$ cat config.mk
export PLATFORM = sky130hd
export DESIGN_NAME = cartridge_rom_transfer_controller_unit
export DESIGN_NICKNAME = d
export VERILOG_FILES = /design/src/hw/rtl/crtc_pkg.sv /design/src/hw/rtl/crtc_in_reg.sv /design/src/hw/rtl/crtc_core.sv /design/src/hw/rtl/crtc_out_reg.sv /design/src/hw/rtl/cartridge_rom_transfer_controller_unit.sv
export VERILOG_INCLUDE_DIRS = /design/src /design/src/hw/rtl
export SDC_FILE = /design/constraint.sdc
export NUM_CORES = 1
export LEC_CHECK = 0
export ABC_AREA = 1
export BUFFER_PORTS_ARGS = -buffer_cell sky130_fd_sc_hd__buf_2
export CORE_MARGIN = 10
export CORE_UTILIZATION = 61
export DETAILED_ROUTE_END_ITERATION = 12
export PLACE_DENSITY = 0.86
export SETUP_SLACK_MARGIN = 0.15
export SYNTH_ARGS = -nofsm -noshare
export SYNTH_HDL_FRONTEND = slang
export SYNTH_HIERARCHICAL = 1
export SYNTH_SLANG_ARGS = --single-unit
$ cat constraint.sdc
create_clock -name clk -period 30.3 [get_ports clk]
set_input_delay 1.515 -clock clk [delete_from_list [all_inputs] [get_ports clk]]
set_output_delay 1.515 -clock clk [all_outputs]
set_load 0.1 [all_outputs]
$ cat src/hw/rtl/cartridge_rom_transfer_controller_unit_defines.svh
// Assertion macros used by the cartridge ROM transfer controller RTL.
`ifndef CARTRIDGE_ROM_TRANSFER_CONTROLLER_UNIT_DEFINES_SVH
`define CARTRIDGE_ROM_TRANSFER_CONTROLLER_UNIT_DEFINES_SVH

`ifndef SYNTHESIS

`define CRTC_ASSERT(lbl, clk, rst_n, prop, msg) \
    lbl: assert property (@(posedge clk) disable iff (!rst_n) prop) else $error(msg);

`define CRTC_ASSERT_ALWAYS(lbl, clk, prop, msg) \
    lbl: assert property (@(posedge clk) prop) else $error(msg);

`else

`define CRTC_ASSERT(lbl, clk, rst_n, prop, msg)

`define CRTC_ASSERT_ALWAYS(lbl, clk, prop, msg)

`endif

`endif

$ cat src/hw/rtl/crtc_pkg.sv
// Types and constants of the cartridge ROM transfer controller.
`default_nettype none

package crtc_pkg;

    localparam int S_TDATA_W = 168;
    localparam int S_TUSER_W = 2;
    localparam int M_TDATA_W = 72;
    localparam int CFG_INDEX_W = 2;
    localparam int COUNT_W = 15;

    typedef enum logic [1:0] {
        OP_CTRL = 2'd0,
        OP_CMD  = 2'd1,
        OP_READ = 2'd2,
        OP_IDLE = 2'd3
    } op_t;

    typedef enum logic [2:0] {
        KIND_DUMMY  = 3'd0,
        KIND_READ   = 3'd1,
        KIND_ID     = 3'd2,
        KIND_HEADER = 3'd3,
        KIND_NONE   = 3'd4
    } kind_t;

    localparam logic [CFG_INDEX_W-1:0] CFG_CARD_PRESENT = 2'd0;
    localparam logic [CFG_INDEX_W-1:0] CFG_IRQ_ENABLE   = 2'd1;
    localparam logic [CFG_INDEX_W-1:0] CFG_DMA_TO_ARM7  = 2'd2;

    localparam logic [63:0] CMD_READ_MASK  = 64'hff00_0000_00ff_ffff;
    localparam logic [63:0] CMD_READ_DATA  = 64'hb700_0000_0000_0000;
    localparam logic [63:0] CMD_CHIP_ID    = 64'hb800_0000_0000_0000;
    localparam logic [63:0] CMD_DUMMY      = 64'h9f00_0000_0000_0000;
    localparam logic [63:0] CMD_HEADER_ID  = 64'h9000_0000_0000_0000;
    localparam logic [7:0]  CMD_KEY1_OPC   = 8'h3c;
    localparam logic [31:0] CHIP_ID_WORD   = 32'h0000_1fc2;
    localparam logic [31:0] ROM_BASE       = 32'h0000_8000;
    localparam logic [31:0] ALL_ONES       = 32'hffff_ffff;
    localparam logic [COUNT_W-1:0] HEADER_MASK = 15'h0fff;
    localparam logic [2:0]  BLOCK_NONE     = 3'd0;
    localparam logic [2:0]  BLOCK_WORD     = 3'd7;

    typedef struct packed {
        logic [31:0] rom_word;
        logic [63:0] command_mask;
        logic [63:0] command_value;
        logic        start_req;
        logic [2:0]  blk_code;
        op_t         operation;
    } item_t;

    typedef struct packed {
        logic [31:0] fetch_address;
        logic        dma_request_arm9;
        logic        dma_request_arm7;
        logic        irq_pulse;
        logic        busy_res;
        logic        data_avail;
        logic [31:0] read_word;
    } result_t;

endpackage

`default_nettype wire

$ cat src/hw/rtl/crtc_in_reg.sv
// Input register that holds one accepted transaction until the step logic takes it.
`default_nettype none

module crtc_in_reg (
    input  wire logic            clk,
    input  wire logic            rst_n,
    input  wire logic            in_valid,
    output logic                 in_ready,
    input  wire crtc_pkg::item_t in_item,
    input  wire logic            advance,
    output logic                 item_valid,
    output crtc_pkg::item_t      item
);

    logic            valid_reg;
    logic            valid_next;
    crtc_pkg::item_t item_reg;

    assign in_ready = !valid_reg || advance;
    assign valid_next = (in_valid && in_ready) || (valid_reg && !advance);

    always_ff @(posedge clk or negedge rst_n)
    begin
        if (!rst_n)
        begin
            valid_reg <= 1'b0;
        end
        else
        begin
            valid_reg <= valid_next;
        end
    end

    always_ff @(posedge clk)
    begin
        if (in_valid && in_ready)
        begin
            item_reg <= in_item;
        end
    end

    assign item_valid = valid_reg;
    assign item = item_reg;

endmodule

`default_nettype wire

$ cat src/hw/rtl/crtc_core.sv
// Controller state, command decode and per-transaction step logic.
`default_nettype none
`include "cartridge_rom_transfer_controller_unit_defines.svh"

module crtc_core (
    input  wire logic                               clk,
    input  wire logic                               rst_n,
    input  wire logic                               cfg_we,
    input  wire logic [crtc_pkg::CFG_INDEX_W-1:0]   cfg_index,
    input  wire logic                               cfg_data,
    input  wire logic                               step_en,
    input  wire crtc_pkg::item_t                    item,
    output crtc_pkg::result_t                       result
);

    logic [63:0]                    command_store_reg;
    logic [63:0]                    command_store_next;
    crtc_pkg::kind_t                command_kind_reg;
    crtc_pkg::kind_t                command_kind_next;
    logic [31:0]                    read_position_reg;
    logic [31:0]                    read_position_next;
    logic [crtc_pkg::COUNT_W-1:0]   byte_count_reg;
    logic [crtc_pkg::COUNT_W-1:0]   byte_count_next;
    logic [crtc_pkg::COUNT_W-1:0]   byte_total_reg;
    logic [crtc_pkg::COUNT_W-1:0]   byte_total_next;
    logic                           start_flag_reg;
    logic                           start_flag_next;
    logic                           ready_flag_reg;
    logic                           ready_flag_next;
    logic                           key1_mode_reg;
    logic                           key1_mode_next;
    logic                           card_present_reg;
    logic                           irq_enable_reg;
    logic                           dma_to_arm7_reg;

    logic [63:0]                    cmd_swapped;
    logic                           dec_hit;
    crtc_pkg::kind_t                dec_kind;
    logic                           dec_load_pos;
    logic                           dec_key1;
    logic [crtc_pkg::COUNT_W-1:0]   size_total;
    logic [crtc_pkg::COUNT_W-1:0]   count_inc;
    logic [31:0]                    cur_position;
    logic [31:0]                    next_position;
    logic [31:0]                    data_word;
    logic                           irq;
    logic                           dma;
    logic [31:0]                    fetch;

    always_comb
    begin
        for (int i = 0; i < 8; i++)
        begin
            cmd_swapped[8*i +: 8] = command_store_reg[8*(7-i) +: 8];
        end
    end

    always_comb
    begin
        dec_hit = 1'b1;
        dec_kind = command_kind_reg;
        dec_load_pos = 1'b0;
        dec_key1 = 1'b0;
        priority if ((cmd_swapped & crtc_pkg::CMD_READ_MASK) == crtc_pkg::CMD_READ_DATA)
        begin
            dec_kind = crtc_pkg::KIND_READ;
            dec_load_pos = 1'b1;
        end
        else if (cmd_swapped == crtc_pkg::CMD_CHIP_ID)
        begin
            dec_kind = crtc_pkg::KIND_ID;
        end
        else if (cmd_swapped == crtc_pkg::CMD_DUMMY)
        begin
            dec_kind = crtc_pkg::KIND_DUMMY;
        end
        else if (cmd_swapped == 64'd0)
        begin
            dec_kind = crtc_pkg::KIND_HEADER;
        end
        else if (cmd_swapped == crtc_pkg::CMD_HEADER_ID)
        begin
            dec_kind = crtc_pkg::KIND_ID;
        end
        else if (cmd_swapped[63:56] == crtc_pkg::CMD_KEY1_OPC)
        begin
            dec_kind = crtc_pkg::KIND_NONE;
            dec_key1 = 1'b1;
        end
        else
        begin
            dec_hit = 1'b0;
        end
    end

    always_comb
    begin
        priority if (item.blk_code == crtc_pkg::BLOCK_NONE)
        begin
            size_total = '0;
        end
        else if (item.blk_code == crtc_pkg::BLOCK_WORD)
        begin
            size_total = crtc_pkg::COUNT_W'(4);
        end
        else
        begin
            size_total = crtc_pkg::COUNT_W'(15'h0100 << item.blk_code);
        end
    end

    assign cur_position = (read_position_reg < crtc_pkg::ROM_BASE)
        ? (crtc_pkg::ROM_BASE | {23'd0, read_position_reg[8:0]})
        : read_position_reg;
    assign next_position = (read_position_next < crtc_pkg::ROM_BASE)
        ? (crtc_pkg::ROM_BASE | {23'd0, read_position_next[8:0]})
        : read_position_next;
    assign count_inc = byte_count_reg + crtc_pkg::COUNT_W'(4);

    always_comb
    begin
        command_store_next = command_store_reg;
        command_kind_next = command_kind_reg;
        read_position_next = read_position_reg;
        byte_count_next = byte_count_reg;
        byte_total_next = byte_total_reg;
        start_flag_next = start_flag_reg;
        ready_flag_next = ready_flag_reg;
        key1_mode_next = key1_mode_reg;
        data_word = crtc_pkg::ALL_ONES;
        irq = 1'b0;
        dma = 1'b0;
        if (step_en)
        begin
            unique case (item.operation)
                crtc_pkg::OP_CTRL:
                begin
                    start_flag_next = item.start_req;
                    if (!start_flag_reg && item.start_req)
                    begin
                        byte_total_next = size_total;
                        if (card_present_reg && !key1_mode_reg && dec_hit)
                        begin
                            command_kind_next = dec_kind;
                            if (dec_load_pos)
                            begin
                                read_position_next = cmd_swapped[55:24];
                            end
                            if (dec_key1)
                            begin
                                key1_mode_next = 1'b1;
                            end
                        end
                        if (size_total == '0)
                        begin
                            ready_flag_next = 1'b0;
                            start_flag_next = 1'b0;
                            irq = irq_enable_reg;
                        end
                        else
                        begin
                            byte_count_next = '0;
                            ready_flag_next = 1'b1;
                            dma = 1'b1;
                        end
                    end
                end
                crtc_pkg::OP_CMD:
                begin
                    command_store_next = (command_store_reg & ~item.command_mask)
                        | (item.command_value & item.command_mask);
                end
                crtc_pkg::OP_READ:
                begin
                    if (ready_flag_reg)
                    begin
                        if (card_present_reg)
                        begin
                            unique case (command_kind_reg)
                                crtc_pkg::KIND_READ:
                                begin
                                    read_position_next = cur_position;
                                    data_word = item.rom_word;
                                end
                                crtc_pkg::KIND_ID:
                                begin
                                    data_word = crtc_pkg::CHIP_ID_WORD;
                                end
                                crtc_pkg::KIND_HEADER:
                                begin
                                    data_word = item.rom_word;
                                end
                                default:
                                begin
                                    data_word = crtc_pkg::ALL_ONES;
                                end
                            endcase
                        end
                        byte_count_next = count_inc;
                        if (count_inc == byte_total_reg)
                        begin
                            ready_flag_next = 1'b0;
                            start_flag_next = 1'b0;
                            irq = irq_enable_reg;
                        end
                        else
                        begin
                            dma = 1'b1;
                        end
                    end
                end
                crtc_pkg::OP_IDLE:
                begin
                    data_word = crtc_pkg::ALL_ONES;
                end
                default:
                begin
                    data_word = crtc_pkg::ALL_ONES;
                end
            endcase
        end
    end

    always_comb
    begin
        fetch = '0;
        if (ready_flag_next && card_present_reg)
        begin
            if (command_kind_next == crtc_pkg::KIND_READ)
            begin
                fetch = next_position + {17'd0, byte_count_next};
            end
            else if (command_kind_next == crtc_pkg::KIND_HEADER)
            begin
                fetch = {17'd0, byte_count_next & crtc_pkg::HEADER_MASK};
            end
        end
    end

    always_comb
    begin
        result.read_word = data_word;
        result.data_avail = ready_flag_next;
        result.busy_res = start_flag_next;
        result.irq_pulse = irq;
        result.dma_request_arm7 = dma && dma_to_arm7_reg;
        result.dma_request_arm9 = dma && !dma_to_arm7_reg;
        result.fetch_address = fetch;
    end

    always_ff @(posedge clk or negedge rst_n)
    begin
        if (!rst_n)
        begin
            command_store_reg <= '0;
            command_kind_reg <= crtc_pkg::KIND_DUMMY;
            read_position_reg <= '0;
            byte_count_reg <= '0;
            byte_total_reg <= '0;
            start_flag_reg <= 1'b0;
            ready_flag_reg <= 1'b0;
            key1_mode_reg <= 1'b0;
        end
        else
        begin
            command_store_reg <= command_store_next;
            command_kind_reg <= command_kind_next;
            read_position_reg <= read_position_next;
            byte_count_reg <= byte_count_next;
            byte_total_reg <= byte_total_next;
            start_flag_reg <= start_flag_next;
            ready_flag_reg <= ready_flag_next;
            key1_mode_reg <= key1_mode_next;
        end
    end

    always_ff @(posedge clk or negedge rst_n)
    begin
        if (!rst_n)
        begin
            card_present_reg <= 1'b0;
            irq_enable_reg <= 1'b0;
            dma_to_arm7_reg <= 1'b0;
        end
        else if (cfg_we)
        begin
            if (cfg_index == crtc_pkg::CFG_CARD_PRESENT)
            begin
                card_present_reg <= cfg_data;
            end
            if (cfg_index == crtc_pkg::CFG_IRQ_ENABLE)
            begin
                irq_enable_reg <= cfg_data;
            end
            if (cfg_index == crtc_pkg::CFG_DMA_TO_ARM7)
            begin
                dma_to_arm7_reg <= cfg_data;
            end
        end
    end

    // A transfer in progress always has words left to deliver.
    `CRTC_ASSERT(a_ready_count, clk, rst_n, ready_flag_reg |-> (byte_count_reg != byte_total_reg), "ready with count at total")
    `CRTC_ASSERT(a_count_aligned, clk, rst_n, byte_count_reg[1:0] == 2'b00, "byte count not word aligned")
    `CRTC_ASSERT(a_key1_sticky, clk, rst_n, key1_mode_reg |=> key1_mode_reg, "key1 mode left without reset")
    `CRTC_ASSERT(a_ready_rise, clk, rst_n, $rose(ready_flag_reg) |-> (byte_count_reg == '0), "transfer began with nonzero count")

endmodule

`default_nettype wire

$ cat src/hw/rtl/crtc_out_reg.sv
// Result register that holds one result transaction until the master side takes it.
`default_nettype none

module crtc_out_reg (
    input  wire logic              clk,
    input  wire logic              rst_n,
    input  wire logic              load,
    input  wire crtc_pkg::result_t load_result,
    output logic                   free,
    output logic                   out_valid,
    input  wire logic              out_ready,
    output crtc_pkg::result_t      out_result
);

    logic              valid_reg;
    logic              valid_next;
    crtc_pkg::result_t result_reg;

    assign free = !valid_reg || out_ready;
    assign valid_next = load || (valid_reg && !out_ready);

    always_ff @(posedge clk or negedge rst_n)
    begin
        if (!rst_n)
        begin
            valid_reg <= 1'b0;
        end
        else
        begin
            valid_reg <= valid_next;
        end
    end

    always_ff @(posedge clk)
    begin
        if (load)
        begin
            result_reg <= load_result;
        end
    end

    assign out_valid = valid_reg;
    assign out_result = result_reg;

endmodule

`default_nettype wire

$ cat src/hw/rtl/cartridge_rom_transfer_controller_unit.sv
// Top level of the cartridge ROM transfer controller.
//
// Channel   Direction  Handshake                     Payload
// s_axis    in         s_axis_tvalid/s_axis_tready   tuser operation, tdata item fields
// m_axis    out        m_axis_tvalid/m_axis_tready   tdata result fields
// cfg       in         cfg_we (no back-pressure)     cfg_index, cfg_data
//
// One transaction a cycle is sustained while the master side takes every result; each
// goes from the input register through the step logic into the result register.
// The state update and result are computed in the single cycle the input register
// hands a transaction to the result register.
// Reset clears all control state; no clearing pass is needed.
// A stall on the master side holds the result register and then the input register.
`default_nettype none

module cartridge_rom_transfer_controller_unit (
    input  wire logic                                clk,
    input  wire logic                                rst_n,
    input  wire logic                                s_axis_tvalid,
    output logic                                     s_axis_tready,
    // Fields from bit 0: blk_code, start_req, command_value, command_mask, rom_word.
    input  wire logic [crtc_pkg::S_TDATA_W-1:0]      s_axis_tdata,
    // Fields from bit 0: operation.
    input  wire logic [crtc_pkg::S_TUSER_W-1:0]      s_axis_tuser,
    output logic                                     m_axis_tvalid,
    input  wire logic                                m_axis_tready,
    // Fields from bit 0: read_word, data_avail, busy_res, irq_pulse,
    // dma_request_arm7, dma_request_arm9, fetch_address.
    output logic [crtc_pkg::M_TDATA_W-1:0]           m_axis_tdata,
    input  wire logic                                cfg_we,
    input  wire logic [crtc_pkg::CFG_INDEX_W-1:0]    cfg_index,
    input  wire logic                                cfg_data
);

    crtc_pkg::item_t   in_item;
    crtc_pkg::item_t   item;
    logic              item_valid;
    logic              out_free;
    logic              advance;
    crtc_pkg::result_t step_result;
    crtc_pkg::result_t out_result;

    always_comb
    begin
        in_item.operation = crtc_pkg::op_t'(s_axis_tuser[1:0]);
        in_item.blk_code = s_axis_tdata[2:0];
        in_item.start_req = s_axis_tdata[3];
        in_item.command_value = s_axis_tdata[67:4];
        in_item.command_mask = s_axis_tdata[131:68];
        in_item.rom_word = s_axis_tdata[163:132];
    end

    assign advance = item_valid && out_free;

    crtc_in_reg u_in_reg (
        .clk        (clk),
        .rst_n      (rst_n),
        .in_valid   (s_axis_tvalid),
        .in_ready   (s_axis_tready),
        .in_item    (in_item),
        .advance    (advance),
        .item_valid (item_valid),
        .item       (item)
    );

    crtc_core u_core (
        .clk       (clk),
        .rst_n     (rst_n),
        .cfg_we    (cfg_we),
        .cfg_index (cfg_index),
        .cfg_data  (cfg_data),
        .step_en   (advance),
        .item      (item),
        .result    (step_result)
    );

    crtc_out_reg u_out_reg (
        .clk         (clk),
        .rst_n       (rst_n),
        .load        (advance),
        .load_result (step_result),
        .free        (out_free),
        .out_valid   (m_axis_tvalid),
        .out_ready   (m_axis_tready),
        .out_result  (out_result)
    );

    assign m_axis_tdata = {3'd0,
                           out_result.fetch_address,
                           out_result.dma_request_arm9,
                           out_result.dma_request_arm7,
                           out_result.irq_pulse,
                           out_result.busy_res,
                           out_result.data_avail,
                           out_result.read_word};

endmodule

`default_nettype wire
==> results of run 1 <==
-- metal layers --
layer,wire length [um],GRT usage,part of all wire,vias up
met5,0,0,0,-
met4,1060,0.0741,0.029,0
met3,2630,0.0482,0.073,80
met2,18000,0.369,0.50,486
met1,14100,0.271,0.39,5130
li1,-,-,-,5118
-- synth_stat cells (all sizes together) --
cell,number
o2111a,1
o21bai,1
nor2,147
nor4,5
mux2,64
nor3,18
xor2,21
a32oi,1
a21oi,45
a22oi,10
and3,1
or2,6
nor3b,2
buf,13
nand4,18
o211ai,3
a211oi,7
clkinv,1
nand3,35
o21ai,49
fa,1
dfrtp,130
clkbuf,13
edfxtp,235
o221ai,1
or3,1
nand2,347
o41ai,5
a22o,1
nor4b,1
inv,128
xnor2,7
a31oi,5
a21boi,1
o31ai,1
ha,17
o22ai,6
nand3b,1
conb,1
-- power groups by stage --
stage	Sequential (W)	Clock, W	Combinational (W)
final	0.000663	0.000435	0.000239
after global routing	0.000671	0.000466	0.000262
after CTS	0.000662	0.000442	0.000239
after detailed placement	0.000671	0	0.000236
after global placement	0.000667	0	0.000227
after floorplan	0.000704	0	0.000138
-- layout by cell type, fill, tap and decap left out, types with 9 or more instances in the layout --
cell type,count
nand2_1,328
buf_2,243
edfxtp_1,235
nor2_1,130
dfrtp_1,130
inv_1,115
mux2_2,64
a21oi_1,43
o21ai_0,41
clkbuf_16,37
nand3_1,32
xor2_1,21
ha_1,17
nand4_1,16
nand2_2,15
inv_2,12
nor3_1,12
a22oi_1,10
nor2_2,9
-- final timing paths --
path	endpoint	slack, ps	cells after the start
min	flip-flop	480	1
min reg2reg	flip-flop	480	1
max in group asynchronous	u_in_reg/item_valid$_DFF_PN0_	27960	2
max	u_out_reg/out_result[59]$_DFFE_PP_	23310	31
min in group asynchronous	asynchronous set/reset pin	950	1
max reg2reg	u_out_reg/out_result[59]$_DFFE_PP_	24020	29
-- cell type report --
| cell class | instances | area [um2] |
|---|---|---|
| fill | 1670 | 6780 |
| timing repair buffer | 251 | 1280 |
| sequential | 365 | 10300 |
| clock inverter | 19 | 186 |
| clock buffer | 48 | 997 |
| inverter | 129 | 485 |
| tap | 330 | 413 |
| multi-input combinational | 832 | 4640 |
| antenna | 7 | 17.5 |
-- cells by family (layout without fill, tap and decap cells) --
| logic type | count (synthesis) | in the layout | synth area share |
|---|---|---|---|
| adder cells (fa/ha/maj) | 18 | 18 | 0.0150 |
| multiplexers | 64 | 64 | 0.0464 |
| AO/OA/AOI/OAI | 137 | 137 | 0.0528 |
| XOR/XNOR | 28 | 28 | 0.0158 |
| buffers and inverters | 155 | 447 | 0.0403 |
| flip-flops | 365 | 365 | 0.663 |
| other | 1 | 10 | 0.000241 |
| AND/OR/NAND/NOR | 582 | 582 | 0.166 |
-- metrics by stage --
step	worst slack, ps	hold slack [ps]	utilization
finish	23310	477	0.730
global route	22850	487	0.730
CTS	23410	478	0.729
detailed placement	22900	465	0.682
global placement	23160	457	0.682
floorplan	18410	455	-
==> summary.md, run 1 <==
| Metric | Value |
|---|---|
| Synth Area per Inst | `roughly 12 um2` |
| Max-cap check violation count | `0` |
| Synth top area share | `0.454` |
| Leakage | `7.62 nW` |
| Setup Viol. Count Final | `0` |
| Clock Power Share | `0.325` |
| Clock skew | `roughly 18 ps` |
| Worst skew pair latency | `between 500 and 600 ps` |
| Clock Root Buffer | `clkbuf_16` |
| Clock transition at path regs | `~60 ps` |
| Critical path buffers and inverters | `7` |
| Max-slew violation count | `0` |
| Critical path's most frequent cell | `nand2_1` |
| Total Power | `between 0.001 and 0.0015 W` |
| Sw frac | `0.297` |
| # H-tree levels | `2` |
| Critical Path Slowest Stage Cell | `nand4_1` |
| Net Switching | `0.000397 W` |
| Max frequency | `143 MHz` |
| Core area | `roughly 25000 um2` |
| Area after DPL | `roughly 17000 um2` |
| Synth Cell Area | `between 15000 and 20000 um2` |
| DRC viols | `0` |
| CP max stage delay | `540 ps` |
| Flop and latch count out of synthesis | `365` |
| Max IR drop VDD | `0.0643 mV` |
| Tightest Hold Check Type | `flip-flop to flip-flop` |
| Initial DRC Count | `approximately 1200` |
| Initial Utilization | `0.619` |
| Sequential share of the synthesized area | `0.663` |
| Gpl congestion | `0.948` |
| Top delay family on crit path | `simple AND/OR/NAND/NOR gates` |
| Slew HR | `0.226` |
| Non-Filler Instances | `between 1500 and 2000` |
| Startpoint Class | `primary input` |
| Routed WL | `roughly 36000 um` |
| Synth unique cells | `54` |
| Final Critical Period | `approximately 7000 ps` |
| I/O Buffers | `244` |
| Post-cts gate resize count | `0` |
| DPL Wire Length | `between 20000 and 30000 um` |
| CTS tree | `built` |
| Vias in the first global route | `roughly 11000` |
| Hold Buf Count CTS | `0` |
| Cells after DPL | `approximately 1900` |
| Reg-to-Reg Start | `u_out_reg/out_valid$_DFF_PN0_` |
| Max clock buf depth | `3` |
| RSZ-0062 raised after global routing | `no` |
| Post-CTS setup buffers | `0` |
| Drt first pass iters | `5` |
| CTS Sinks | `between 300 and 400` |
| Final hold violation count | `0` |
| Largest cells by area after synthesis | `edfxtp_1 45%, dfrtp_1 21%, nand2_1 7.9%` |
| Vias per cell | `between 5 and 6` |
| Area growth from synthesis to layout | `17.9%` |
| CTS Buf Count | `37` |
| Nets | `roughly 1800` |
| Total gr overflow | `0` |
| Area leader, netlist | `edfxtp_1` |
| Antenna violations before repair | `7` |
| Yosys synthesis warning count | `6` |
| DIE AREA | `32300 um2` |
| Share of cells above drive strength 1 | `0.269` |
| Crit end category | `flip-flop` |
| Die width | `180 um` |
| Status | `finished clean` |
| Slew @ Worst Pin | `1160 ps` |
| Worst-path fanout max | `31` |
| DRT antenna net count | `0` |
| DR WL/cell | `roughly 18 um` |
| Total GRT Usage | `0.218` |
| Required time of the critical path | `~31000 ps` |
| Ports | `about 250` |
| Cell internal pwr | `0.000940 W` |
| Launch point of the critical path | `m_axis_tready` |
| Largest net degree at the start of global routing | `roughly 100` |
| P per Cell Area | `73.0 nW/um2` |
| Die Y | `180 um` |
| Row count | `58` |
| Hold path start | `u_in_reg/item[40]$_DFFE_PP_` |
| Combinational Power Share | `0.179` |
| Crit path DAT | `between 7000 and 8000 ps` |
| Vias | `10800` |
| CP Class | `primary input to flip-flop` |
| Final instance area | `about 18000 um2` |
| Mapped Cells | `approximately 1400` |
| First-pass GRT wire length | `~57000 um` |
| Setup TNS Final | `0 ps` |
| Crit share post-route | `0.231` |
| Flop pwr share | `0.496` |
Power figures use the tool's default switching activity.
==> run 2: changes to the inputs <==
- ABC_AREA: 1 -> 0
- CORE_UTILIZATION: 61 -> 51
- PLACE_DENSITY: 0.86 -> 0.77
- clock period: 30.3 -> 6.1 ns (I/O delays scaled with it)
==> summary.md, run 2 <==
| Metric | Value |
|---|---|
| Status | `finished clean` |
| Startpoint Class | `flip-flop` |
| Hold Buf Count CTS | `167 (+167)` |
| Max IR drop VDD | `0.275 mV (+330%)` |
| Combinational Power Share | `0.159 (-0.020)` |
| CP Class | `flip-flop to flip-flop` |
| Net Switching | `0.00190 W (+380%)` |
| Yosys synthesis warning count | `6 (unchanged)` |
| Die Y | `192 um (+7.0%)` |
| Routed WL | `39600 um (+10%)` |
| Flop pwr share | `0.490 (-0.006)` |
| DR WL/cell | `20.6 um (+14%)` |
| Cell internal pwr | `0.00484 W (+410%)` |
| Initial DRC Count | `827 (-28%)` |
| Synth Cell Area | `15100 um2 (-2.6%)` |
| Max-slew violation count | `0 (unchanged)` |
| Post-CTS setup buffers | `0 (unchanged)` |
| Final Critical Period | `5370 ps` |
| Area leader, netlist | `edfxtp_1` |
| Slew @ Worst Pin | `1170 ps (+13.1 ps)` |
| Most common library cells after synthesis | `235 x edfxtp_1, 130 x dfrtp_1, 115 x nand2_1, 79 x mux2_2, 58 x nor2_1` |
| Leakage | `7.80 nW (+2.3%)` |
| Ports | `252 (unchanged)` |
| CP cell instances | `nor4_1, nand2_1, nor4_4, buf_4, mux2_2, ha_1, o21ai_0, o21ai_0, a311oi_1, o41ai_1, a31o_2, nand2_1, nor4b_2, xnor2_1, nor2_1` |
| DRT antenna net count | `0 (unchanged)` |
| Clock skew | `23.1 ps (+5.23 ps)` |
| DRC viols | `0 (unchanged)` |
| Vias per cell | `5.42 (-0.73%)` |
| Vias in the first global route | `10700 (-2.8%)` |
| Worst-path fanout max | `10 (-68%)` |
| Final hold violation count | `0 (unchanged)` |
| Synth top area share | `0.466 (+0.0122)` |
| Mapped Cells | `1064 (-21%)` |
| Share of cells above drive strength 1 | `0.287 (+0.0177)` |
| Crit end category | `flip-flop` |
| Setup Viol. Count Final | `0 (unchanged)` |
| Critical Path Slowest Stage Cell | `o41ai_1` |
| CP max stage delay | `640 ps (+100 ps)` |
| Vias | `10400 (-4.0%)` |
| Setup TNS Final | `0 ps (unchanged)` |
| Area growth from synthesis to layout | `30.7%` |
| P per Cell Area | `341 nW/um2 (+370%)` |
| Flop and latch count out of synthesis | `365 (unchanged)` |
| Worst skew pair latency | `530 ps (about the same)` |
| Final hold slack | `63.8 ps (-413 ps)` |
| Most common cell after layout, fill and taps aside | `buf_2` |
| Required time of the critical path | `6350 ps (-24200 ps)` |
| Synth Flop Type | `edfxtp_1` |
| CTS Buf Count | `38 (+2.7%)` |
| DIE AREA | `37000 um2 (+15%)` |
| Most frequent cells in the layout | `243 x buf_2, 235 x edfxtp_1, 168 x dlygate4sd3_1` |
| CTS tree | `built` |
| Total GRT Usage | `0.212 (-0.00595)` |
| Initial Utilization | `0.513 (-0.106)` |
| Largest net degree at the start of global routing | `110 (+12%)` |
| Max frequency | `186 MHz` |
| Crit share post-route | `0.881` |
| Tightest Hold Check Type | `primary input to flip-flop` |
| Clock Root Buffer | `clkbuf_16` |
| Critical path buffers and inverters | `1 (-6)` |
| Max-cap check violation count | `0 (unchanged)` |
| Total gr overflow | `0 (unchanged)` |
| DPL Wire Length | `24300 um (-6.9%)` |
| Post-cts gate resize count | `0 (unchanged)` |
| Row count | `63 (+8.6%)` |
| Drt first pass iters | `7 (+2)` |
| First-pass GRT wire length | `61500 um (+7.2%)` |
| Nets | `1692 (-6.6%)` |
| Synth Area per Inst | `14.2 um2 (+24%)` |
| Sw frac | `0.282 (-0.0150)` |
| Largest cells by area after synthesis | `edfxtp_1 47%, dfrtp_1 21%, mux2_2 5.9%` |
| Die width | `192 um (+7.0%)` |
| I/O Buffers | `244 (unchanged)` |
| Sequential share of the synthesized area | `0.681 (+0.0179)` |
| EDFF count, synth | `235 (unchanged)` |
| # H-tree levels | `2 (unchanged)` |
| Slew HR | `0.217 (-0.00875)` |
| RSZ-0062 raised after global routing | `no` |
| Clock transition at path regs | `70 ps (about the same)` |
| Most instantiated library cell after synthesis | `edfxtp_1` |
| CTS Sinks | `365 (unchanged)` |
| Synth unique cells | `83 (+54%)` |
| Async SR Flop Fraction | `0.356 (unchanged)` |
| Crit path DAT | `5620 ps (-1630 ps)` |
| Gpl congestion | `0.926 (-2.3%)` |
| Max clock buf depth | `3 (unchanged)` |
| Antenna violations before repair | `1 (-6)` |
| Hold path start | `m_axis_tready` |
| Clock Power Share | `0.351 (+0.026)` |
| Core area | `29500 um2 (+17%)` |
| Top delay family on crit path | `simple AND/OR/NAND/NOR gates` |
## run 2: kinds of logic (layout without fill, tap and decap cells)
logic type | after synthesis | in the layout | share of synthesized area
flops | 365 | 365 | 0.681
simple gates | 340 | 340 | 0.123
compound gates | 164 | 164 | 0.0792
mux | 84 | 84 | 0.0623
buf+inv | 52 | 511 | 0.0152
xor+xnor | 40 | 40 | 0.0231
fa+ha+maj | 18 | 18 | 0.0154
other cells | 1 | 4 | 0.000248
## run 2: per-stage QoR
| step | instances | util | worst slack (ps) | cell area [um2] | power [W] |
|---|---|---|---|---|---|
| 6_report | 1916 | 0.671 | 725 | 19800 | 0.00674 |
| 3_3_place_gp | 1678 | 0.571 | 1010 | 16800 | 0.00426 |
| 5_1_grt | 1916 | 0.671 | 373 | 19800 | 0.00700 |
| 3_5_place_dp | 1678 | 0.571 | 927 | 16800 | 0.00430 |
| 2_1_floorplan | 1066 | - | 201 | 15100 | 0.00398 |
| 4_1_cts | 1914 | 0.671 | 828 | 19800 | 0.00672 |
## run 2: power groups by stage
stage	Sequential, W	Combinational [W]	Clock [W]
floorplan	0.00346	0.000527	0
CTS	0.00328	0.00105	0.00238
global route	0.00334	0.00115	0.00251
detailed placement	0.00333	0.000967	0
finish	0.00330	0.00107	0.00237
global placement	0.00332	0.000941	0
## run 2: cell type report
type	count	area, um2
Sequential cell	365	10300
Fill cell	2050	9690
Multi-Input combinational cell	649	4610
Timing Repair Buffer	427	3030
Clock buffer	55	1080
Tap cell	390	488
Clock inverter	14	204
Inverter	15	56.3
Antenna cell	1	2.50
## run 2: worst reg2reg max path, cell delays in order (launching register included)
cell	delay (ps)
dfrtp_1	400
nor4_1	570
nand2_1	290
nor4_4	480
buf_4	280
mux2_2	370
ha_1	340
o21ai_0	120
o21ai_0	380
a311oi_1	230
o41ai_1	640
a31o_2	310
nand2_1	170
nor4b_2	300
xnor2_1	160
nor2_1	50
## run 2: final timing paths
kind                                                          end  slack [ps]  cells past startpoint
max                            u_out_reg/out_result[64]$_DFFE_PP_         730                     15
min                                 u_out_reg/out_valid$_DFF_PN0_          60                      3
max reg2reg                    u_out_reg/out_result[64]$_DFFE_PP_         730                     15
min reg2reg                                             flip-flop         470                      1
max in group asynchronous              asynchronous set/reset pin        4500                      3
min in group asynchronous  u_core/read_position_reg[26]$_DFF_PN0_         360                      2
## run 2: per-layer routing
metal / global-route usage / up-vias / wire length, um / part of all wire
met5: 0 / - / 0 / 0
met4: 0.0444 / 0 / 558 / 0.014
met3: 0.0475 / 46 / 2870 / 0.073
met2: 0.356 / 394 / 19600 / 0.50
met1: 0.277 / 5086 / 16500 / 0.42
li1: - / 4857 / - / -
==> run 3: changes to the inputs <==
- CORE_UTILIZATION: 51 -> 45
- PLACE_DENSITY: 0.77 -> 0.7
- SYNTH_HIERARCHICAL: 1 -> unset
==> summary.md, run 3 <==
| Metric | Value |
|---|---|
| R2R Setup Slk | `660 ps (-60 ps)` |
| Setup TNS Final | `0 ps (unchanged)` |
| Required time of the critical path | `6360 ps (about the same)` |
| Status | `finished clean` |
| Vias per cell | `5.17 (-4.6%)` |
| CP max stage delay | `670 ps (+30 ps)` |
| Max-cap check violation count | `0 (unchanged)` |
| Most instantiated library cell after synthesis | `edfxtp_1` |
| Synth unique cells | `77 (-7.2%)` |
| Main combinational cell family by area after synthesis | `simple AND/OR/NAND/NOR gates` |
| CTS Buf Count | `40 (+5.3%)` |
| Flop and latch count out of synthesis | `365 (unchanged)` |
| Crit share post-route | `0.891 (+0.0103)` |
| Crit path DAT | `5700 ps (+80 ps)` |
| Final instance area | `19800 um2 (about the same)` |
| Hold EP | `u_core.irq_enable_reg$_DFFE_PN0P_` |
| CTS Sinks | `365 (unchanged)` |
| DR WL/cell | `19.1 um (-7.5%)` |
| Slew HR | `0.372 (+0.155)` |
| Synth Area per Inst | `13.5 um2 (-4.8%)` |
| Largest cells by area after synthesis | `edfxtp_1 47%, dfrtp_1 22%, mux2_2 5.9%` |
| Post-CTS setup buffers | `0 (unchanged)` |
| Initial Utilization | `0.454 (-0.0598)` |
| Ports | `252 (unchanged)` |
| Area leader, netlist | `edfxtp_1` |
| Most common library cells after synthesis | `235 x edfxtp_1, 161 x nand2_1, 130 x dfrtp_1, 79 x mux2_2, 70 x nor2_1` |
| Row count | `67 (+6.3%)` |
| CP cell instances | `nand3_2, or4_1, nor4_4, mux2i_1, o21a_1, nand3_1, nor2_1, nor2b_1, ha_1, and4_1, nand2_1, nor3_1, o211ai_1, and2_1, o21ai_1, nand4_1, xnor2_1, nor2_1` |
| Hold Crit Depth | `2 (-1)` |
| Worst-path fanout max | `6 (-4)` |
| Core area | `33300 um2 (+13%)` |
| CTS tree | `built` |
| Critical path's most frequent cell | `nor2_1` |
| DRT antenna net count | `0 (unchanged)` |
| Clock Root Buffer | `clkbuf_16` |
| Fillers | `2531 (+23%)` |
| Synth Area in Simple Gates | `0.134 (+0.0107)` |
| Max frequency | `184 MHz (-1.2%)` |
| Mapped Cells | `1115 (+4.8%)` |
| Routed WL | `38700 um (-2.1%)` |
| Final worst slack | `662 ps (-62.8 ps)` |
| Die Y | `203 um (+5.7%)` |
| Area growth from synthesis to layout | `31.2%` |
| EDFF count, synth | `235 (unchanged)` |
| Crit end category | `flip-flop` |
| Multiplexer area fraction after synthesis | `0.0629 (+0.000580)` |
| Die width | `203 um (+5.7%)` |
| CP Class | `flip-flop to flip-flop` |
| Final hold violation count | `0 (unchanged)` |
| Critical Path Slowest Stage Cell | `or4_1` |
| Sequential share of the synthesized area | `0.683 (+0.00181)` |
| Most common cell after layout, fill and taps aside | `buf_2` |
| Worst skew pair latency | `550 ps (+20 ps)` |
| Setup Viol. Count Final | `0 (unchanged)` |
| Clock skew | `34.2 ps (+11.2 ps)` |
| Clock transition at path regs | `60 ps (about the same)` |
| Top delay family on crit path | `simple AND/OR/NAND/NOR gates` |
| Largest net degree at the start of global routing | `73 (-34%)` |
| Hold path start | `cfg_data` |
| Critical path buffers and inverters | `0 (-1)` |
| First-pass GRT wire length | `60900 um (-0.89%)` |
| Drt first pass iters | `6 (-1)` |
| P per Cell Area | `314 nW/um2 (-7.8%)` |
| Startpoint Class | `flip-flop` |
| Gpl congestion | `0.884 (-4.6%)` |
| Max IR drop VDD | `0.298 mV (+8.4%)` |
| Nets | `1743 (+3.0%)` |
| Slew @ Worst Pin | `942 ps (-232 ps)` |
| Tightest Hold Check Type | `primary input to flip-flop` |
| Adder-Cell Fraction of Synth Area | `0.0146 (-0.000788)` |
| Max clock buf depth | `3 (unchanged)` |
| I/O Buffers | `244 (unchanged)` |
| DP Worst Slack | `551 ps (-376 ps)` |
| # H-tree levels | `2 (unchanged)` |
| Total Power | `0.00622 W (-7.7%)` |
| Share of cells above drive strength 1 | `0.272 (-0.0157)` |
| Worst Reg-to-Reg Cells | `18 (+3)` |
| DPL Wire Length | `25100 um (+3.6%)` |
| Initial DRC Count | `808 (-2.3%)` |
| Synth Flop Type | `edfxtp_1` |
| Cells after DPL | `1786 (+6.4%)` |
| Yosys synthesis warning count | `0 (-6)` |
| DIE AREA | `41300 um2 (+12%)` |
| Synth Cell Area | `15100 um2 (-0.26%)` |
| Vias in the first global route | `10900 (+1.6%)` |
| Vias | `10500 (+0.99%)` |
| Max-slew violation count | `0 (unchanged)` |
| RSZ-0062 raised after global routing | `no` |
| Total GRT Usage | `0.185 (-0.0266)` |
| Area after DPL | `16800 um2 (about the same)` |
| Synth Area in Compound Gates | `0.0678 (-0.0114)` |
| Synth Area in XOR/XNOR | `0.0215 (-0.00168)` |
| Async SR Flop Fraction | `0.356 (unchanged)` |
| Leakage | `7.88 nW (+1.1%)` |
| Synth top area share | `0.468 (+0.00124)` |
| Most frequent cells in the layout | `243 x buf_2, 235 x edfxtp_1, 168 x dlygate4sd3_1` |
| Non-Filler Instances | `2029 (+5.9%)` |
| Total gr overflow | `0 (unchanged)` |
| DRC viols | `0 (unchanged)` |
| Final Critical Period | `5440 ps (+62.8 ps)` |
| Antenna violations before repair | `1 (unchanged)` |
| Reg2reg end | `u_out_reg.out_result[60]$_SDFFCE_PN0P_` |
## run 3: cells by family (layout without fill, tap and decap cells)
family                   Yosys count  count (layout)
flip-flops                       365             365
other                              1               4
AO/OA/AOI/OAI                    147             147
multiplexers                      85              85
buffers and inverters             56             519
XOR/XNOR                          37              37
AND/OR/NAND/NOR                  407             407
adder cells (fa/ha/maj)           17              17
## run 3: layout make-up
class | count | area (um2) | share of cell area
inverter | 18 | 67.6 | 0.00341
sequential | 365 | 10300 | 0.521
clock inverter | 13 | 131 | 0.00663
tap | 448 | 561 | 0.0283
multi-input combinational | 696 | 4560 | 0.230
timing repair buffer | 427 | 3020 | 0.153
clock buffer | 61 | 1150 | 0.0581
antenna | 1 | 2.50 | 0.000126
## run 3: how the worst max path moves through the flow
stage | cells after the start | to | start
6_report | 18 | u_out_reg.out_result[60]$_SDFFCE_PN0P_ | flip-flop
3_5_place_dp | 18 | u_out_reg.out_result[58]$_SDFFCE_PN0P_ | flip-flop
3_3_place_gp | 18 | u_out_reg.out_result[58]$_SDFFCE_PN0P_ | flip-flop
4_1_cts | 18 | u_out_reg.out_result[60]$_SDFFCE_PN0P_ | flip-flop
5_1_grt | 18 | u_out_reg.out_result[60]$_SDFFCE_PN0P_ | flip-flop
2_1_floorplan | 18 | u_out_reg.out_result[56]$_SDFFCE_PN0P_ | u_out_reg.out_valid$_DFF_PN0_
## run 3: per-layer routing
metal,up-vias,wire length [um],global-route usage,share of wire
li1,4973,-,-,-
met4,0,1060,0.0586,0.027
met5,-,0,0,0
met2,379,18500,0.303,0.48
met3,69,2610,0.0438,0.067
met1,5065,16500,0.240,0.43
## run 3: timing repair
item	4_1_cts	5_1_grt
hold buffers	168	0
resized for setup	0	1
endpoints found under the setup margin	0	3
hold endpoints to repair	225	0
## run 3: through the flow
stage,util,hold WS (ps)
2_1_floorplan,-,9.41
3_3_place_gp,0.506,300
3_5_place_dp,0.506,301
4_1_cts,0.595,18.9
5_1_grt,0.595,34.9
6_report,0.595,44.6
## run 3: report_power, final
| group | leakage [nW] | switching [W] | internal [W] |
|---|---|---|---|
| clock network | 0.625 | 0.000977 | 0.00136 |
| logic | 3.42 | 0.000467 | 0.000319 |
| registers | 3.84 | 0.000193 | 0.00291 |
| total | 7.88 | 0.00164 | 0.00458 |
